<file path="config.mk">
export PLATFORM = sky130hd
export DESIGN_NAME = cpp_queue
export DESIGN_NICKNAME = d
export VERILOG_FILES = /design/src/rtl/cpp_pkg.sv /design/src/rtl/cpp_queue.sv
export SDC_FILE = /design/constraint.sdc
export NUM_CORES = 1
export LEC_CHECK = 0
export BUFFER_PORTS_ARGS = -buffer_cell sky130_fd_sc_hd__buf_4
export CAP_MARGIN = 0
export CORE_UTILIZATION = 50
export DETAILED_ROUTE_END_ITERATION = 12
export HOLD_SLACK_MARGIN = 0.05
export PLACE_DENSITY_LB_ADDON = 0.3
export RECOVER_POWER = 50
export SETUP_SLACK_MARGIN = 0.02
export SYNTH_ARGS = -nofsm -noshare
export SYNTH_HDL_FRONTEND = slang
export SYNTH_SLANG_ARGS = --single-unit
</file>
<file path="constraint.sdc">
create_clock -name clk_i -period 19.9 [get_ports clk_i]
set_input_delay 0.995 -clock clk_i [delete_from_list [all_inputs] [get_ports clk_i]]
set_output_delay 0.995 -clock clk_i [all_outputs]
set_load 0.005 [all_outputs]
</file>
<file path="src/rtl/cpp_pkg.sv">
`timescale 1ns / 1ps
`default_nettype none
package cpp_pkg;

  // configuration register indexes
  localparam logic [3:0] CfgCamX    = 4'd0;
  localparam logic [3:0] CfgCamY    = 4'd1;
  localparam logic [3:0] CfgCamZ    = 4'd2;
  localparam logic [3:0] CfgCosYaw  = 4'd3;
  localparam logic [3:0] CfgSinYaw  = 4'd4;
  localparam logic [3:0] CfgCosTilt = 4'd5;
  localparam logic [3:0] CfgSinTilt = 4'd6;
  localparam logic [3:0] CfgFocal   = 4'd7;

  localparam int unsigned QuoBits = 17;
  localparam logic [QuoBits-1:0] QuoMaxPos = 17'd32767;
  localparam logic [QuoBits-1:0] QuoMaxNeg = 17'd32768;

  typedef struct packed {
    logic signed [31:0] cam_x;
    logic signed [31:0] cam_y;
    logic signed [31:0] cam_z;
    logic signed [15:0] cos_yaw;
    logic signed [15:0] sin_yaw;
    logic signed [15:0] cos_tilt;
    logic signed [15:0] sin_tilt;
    logic        [23:0] focal;
  } cfg_t;

  // front to back: numerators, positive denominator, behind flag
  typedef struct packed {
    logic signed [62:0] num_col;
    logic signed [62:0] num_row;
    logic        [43:0] den;
    logic               behind;
  } item_t;

  typedef struct packed {
    logic [61:0]        rem;
    logic [QuoBits-1:0] quo;
    logic               neg;
    logic               ovf;
  } lane_t;

  typedef struct packed {
    lane_t       col;
    lane_t       row;
    logic [43:0] den;
    logic        behind;
  } stage_t;

  typedef struct packed {
    logic signed [15:0] val;
    logic               sat;
  } coord_t;

  function automatic lane_t lane_init(logic signed [62:0] num, logic [43:0] den);
    lane_t r;
    logic [62:0] mag;
    mag = num[62] ? 63'(-num) : num;
    r.rem = mag[61:0];
    r.quo = '0;
    r.neg = num[62];
    r.ovf = (mag[61:0] >= {1'b0, den, 17'b0});
    return r;
  endfunction

  function automatic lane_t div_step(lane_t l, logic [43:0] den, int unsigned k);
    lane_t r;
    logic [61:0] trial;
    trial = {18'b0, den} << k;
    r = l;
    if (l.rem >= trial) begin
      r.rem = l.rem - trial;
      r.quo = l.quo | (17'(1) << k);
    end
    return r;
  endfunction

  function automatic coord_t clamp_lane(lane_t l);
    coord_t r;
    if (!l.neg) begin
      if (l.ovf || l.quo > QuoMaxPos) begin
        r.val = 16'sd32767;
        r.sat = 1'b1;
      end else begin
        r.val = l.quo[15:0];
        r.sat = 1'b0;
      end
    end else begin
      if (l.ovf || l.quo > QuoMaxNeg) begin
        r.val = -16'sd32768;
        r.sat = 1'b1;
      end else begin
        r.val = 16'(~l.quo + 17'd1);
        r.sat = 1'b0;
      end
    end
    return r;
  endfunction

endpackage
`default_nettype wire

</file>
<file path="src/rtl/cpp_queue.sv">
`timescale 1ns / 1ps
`default_nettype none
module cpp_queue (
  input  wire logic           clk_i,
  input  wire logic           rst_ni,
  input  wire logic           push_i,
  input  wire cpp_pkg::item_t item_i,
  output      logic           full_o,
  input  wire logic           pop_i,
  output      logic           empty_o,
  output      cpp_pkg::item_t item_o
);

  cpp_pkg::item_t mem_q [2];
  logic       wr_q, rd_q;
  logic [1:0] cnt_q;

  assign full_o  = (cnt_q == 2'd2);
  assign empty_o = (cnt_q == 2'd0);
  assign item_o  = mem_q[rd_q];

  always_ff @(posedge clk_i) begin
    if (push_i) begin
      mem_q[wr_q] <= item_i;
    end
  end

  always_ff @(posedge clk_i or negedge rst_ni) begin
    if (!rst_ni) begin
      wr_q  <= 1'b0;
      rd_q  <= 1'b0;
      cnt_q <= 2'd0;
    end else begin
      if (push_i) wr_q <= !wr_q;
      if (pop_i) rd_q <= !rd_q;
      cnt_q <= cnt_q + 2'(push_i) - 2'(pop_i);
    end
  end

endmodule
`default_nettype wire

</file>
==> results.md <==
| Quantity | Reported | Unit |
| --- | --- | --- |
| Synthesis-to-layout area growth | 29.70 | % |
| Filler instances | 1742 | - |
| Largest net degree at the start of global routing | 76 | - |
| Tot GR Track Use | 18.80 | % |
| Final-report hold violation count | 0 | - |
| Most frequent standard cell in the layout excluding fill and tap cells | sky130_fd_sc_hd__edfxtp_1 | - |
| TritonCTS Buffers | 35 | - |
| Global placer's final weighted congestion | 0.7528 | - |
| Max Fclk | 200.5 | MHz |
| Drt first pass iters | 5 | - |
| Full die area | 26340 | um2 |
| VDD IR max | 0.1126 | mV |
| Starting density of the core | 51.03 | % |
| Number of unique standard cell types used by synthesis | 13 | - |
| Overflow left after global routing | 0 | - |
| Leak | 6.371 | nW |
| Number of DRC violations after detailed-routing iteration 0 | 445 | - |
| Input/output buffers | 347 | - |
| Critical Path Start Type | register | - |
| Average detailed-routed wire length per instance | 19.86 | um |
| Total wire length after detailed routing | 25300 | um |
| Critical Setup Path Class | register to output port | - |
| Buffer type at the clock tree root | sky130_fd_sc_hd__clkbuf_16 | - |
| DRC violation count after routing | 0 | - |
| Gate count of the mapped netlist | 547 | - |
| Nets | 1096 | - |
| Post-CTS sizing | 0 | - |
| DIE HEIGHT | 162.3 | um |
| Number of sinks handled by clock tree synthesis | 346 | - |
| TritonCTS clock tree | built | - |
| Row count | 58 | - |
| Number of pins with negative max-slew slack in the final report | 143 | - |
| Top Usage Layer GRT | met2 | - |
| Via count | 6433 | - |
| Hold-fix buffers, CTS | 0 | - |
| Core box area | 25180 | um2 |
| Routing usage on met2 | 30.96 | % |
| Buffers from clock root to sink, at most | 3 | - |
| Routing usage on met1 | 23.39 | % |
| Number of setup buffers added after CTS | 0 | - |
| Most used cells in the layout excluding fill and tap cells | sky130_fd_sc_hd__edfxtp_1 (342), sky130_fd_sc_hd__buf_4 (179), sky130_fd_sc_hd__clkbuf_4 (135) | - |
| Data required time at the worst endpoint | 18.91 | ns |
| RSZ-0062 raised after global routing | no | - |
| Met3 global-route usage | 6.282 | % |
| Count of H-tree levels built during CTS | 2 | - |
| Clock skew | 0.02282 | ns |
| Clock slew at the register clock pins of the worst setup and hold paths | 0.06 | ns |
| Flip-flop and latch count after synthesis | 346 | - |
| Initial antenna violation count | 2 | - |
| Antenna-violating nets left | 0 | - |
| Top Ports | 348 | - |
| Final-report setup violation count | 0 | - |
| Pwr/cell area | 139.3 | nW/um2 |
| Violated checks | capacitance limit, slew limit | - |
| Total power after layout | 0.002321 | W |
| Result of the run | complete, but fails checks | - |
| Wire length of the first global-routing pass | 37000 | um |
| Clock network latency to the later pin of the worst-skew pair | 0.50 | ns |
| Total nets after synthesis | 724 | - |
| Crit path arrival time | 3.99 | ns |
| Proportion of layout cells with a drive suffix above 1 | 56.20 | % |
| Relative max-transition margin | -95.85 | % |
| Path class of the lowest-slack min-delay path | input pin to async pin | - |
| Slew at the pin with the worst max-slew slack | 2.938 | ns |
| Largest fanout of any net on the critical path | 67 | - |
| Die Wd | 162.3 | um |
| Number of global-route vias before repair | 6594 | - |
| Vias per cell | 5.049 | - |
| Kind of capture point of the worst setup path | output port | - |
| Synth warnings | 0 | - |
| Combined area of the multi-input logic cells | 2315 | um2 |
| Post-synthesis instance area | 12850 | um2 |
| Min cycle time layout | 4.988 | ns |
| Cell depth of the worst flop-to-flop path | 3 | - |
| DP Wirelength | 17050 | um |
| Portion of the post-synthesis area used by sequential elements | 80.70 | % |
| Max-cap viol count | 3 | - |
| Avg Synthesized Cell Area | 23.49 | um2 |
| Ratio of final minimum period to clock period | 25.06 | % |
| Total Neg Setup Slack | 0 | ns |
| FF+latch area | 10370 | um2 |
## state kept, by name, indices dropped and copies added (netlist names)
name	cells
wr_q	1
cnt_q	2
mem_q	342
rd_q	1
## critical path, stage by stage (launching register included)
cell	delay, ns
sky130_fd_sc_hd__dfrtp_1	1.85
sky130_fd_sc_hd__buf_4	1.03
sky130_fd_sc_hd__mux2_2	0.42
sky130_fd_sc_hd__buf_4	0.14
## kinds of logic after synthesis
| family | count (synthesis) | share of synthesized area (%) |
|---|---|---|
| XOR/XNOR | 3 | 0.3213 |
| adder cells (fa/ha/maj) | 2 | 0.1947 |
| buffers and inverters | 21 | 1.285 |
| flip-flops | 346 | 80.70 |
| multiplexers | 171 | 17.32 |
| AND/OR/NAND/NOR | 4 | 0.1753 |
## layout make-up
class / count / area share (%)
Sequential cell: 346 / 62.22
Timing Repair Buffer: 354 / 15.05
Multi-Input combinational cell: 180 / 13.89
Clock buffer: 46 / 5.563
Tap cell: 330 / 2.477
Clock inverter: 15 / 0.7432
Inverter: 2 / 0.04505
Antenna cell: 1 / 0.01502
## stage by stage
stage               instances  util [%]  instance area (um2)  hold WS (ns)  setup slack [ns]
finish                   1274     66.18                16670        0.3230             14.91
global route             1274     66.18                16670        0.3280             14.68
CTS                      1273     66.82                16830        0.2614             15.92
detailed placement       1212     62.65                15780        0.5404             16.47
global placement         1212     62.65                15780        0.5321             16.48
floorplan                 547         -                12850        0.4555             10.80
## path summary, 6_finish.rpt
| kind | slack, ns | to | startpoint |
|---|---|---|---|
| worst min-delay path | 0.32 | cnt_q[1] | rst_ni |
| worst min register to register | 0.49 | wr_q | wr_q |
| max in group asynchronous | 19.38 | cnt_q[0] | rst_ni |
| min in group clk_i | 0.49 | wr_q | wr_q |
| worst max register to register | 15.88 | mem_q[0][134] | wr_q |
| worst max-delay path | 14.91 | item_o[36] | rd_q |
## routing by layer
| layer | vias up | routed length, um |
|---|---|---|
| li1 | 2935 | - |
| met4 | 0 | 570 |
| met5 | - | 0 |
| met3 | 39 | 2677 |
| met2 | 304 | 12500 |
| met1 | 3155 | 9555 |
## cell usage after synthesis
cell | number | area (um2)
sky130_fd_sc_hd__buf_2 | 9 | 45.04
sky130_fd_sc_hd__buf_6 | 10 | 112.6
sky130_fd_sc_hd__mux2_4 | 80 | 1201
sky130_fd_sc_hd__edfxtp_1 | 342 | 10270
sky130_fd_sc_hd__inv_1 | 2 | 7.510
sky130_fd_sc_hd__nor2b_1 | 2 | 12.51
sky130_fd_sc_hd__xor3_1 | 1 | 23.77
sky130_fd_sc_hd__dfrtp_1 | 4 | 100.1
sky130_fd_sc_hd__and2_1 | 1 | 6.260
sky130_fd_sc_hd__nor2_1 | 1 | 3.750
sky130_fd_sc_hd__ha_1 | 2 | 25.02
sky130_fd_sc_hd__mux2_2 | 91 | 1025
sky130_fd_sc_hd__xor2_1 | 2 | 17.52
## report_power, final
group	total, W	internal [W]	leakage, nW	switching, W
combinational	0.000693	0.000406	2.60	0.000288
sequential	0.00103	0.000972	3.26	0.0000542
clock	0.000602	0.000354	0.512	0.000249
(Power assumes the default switching activity.)
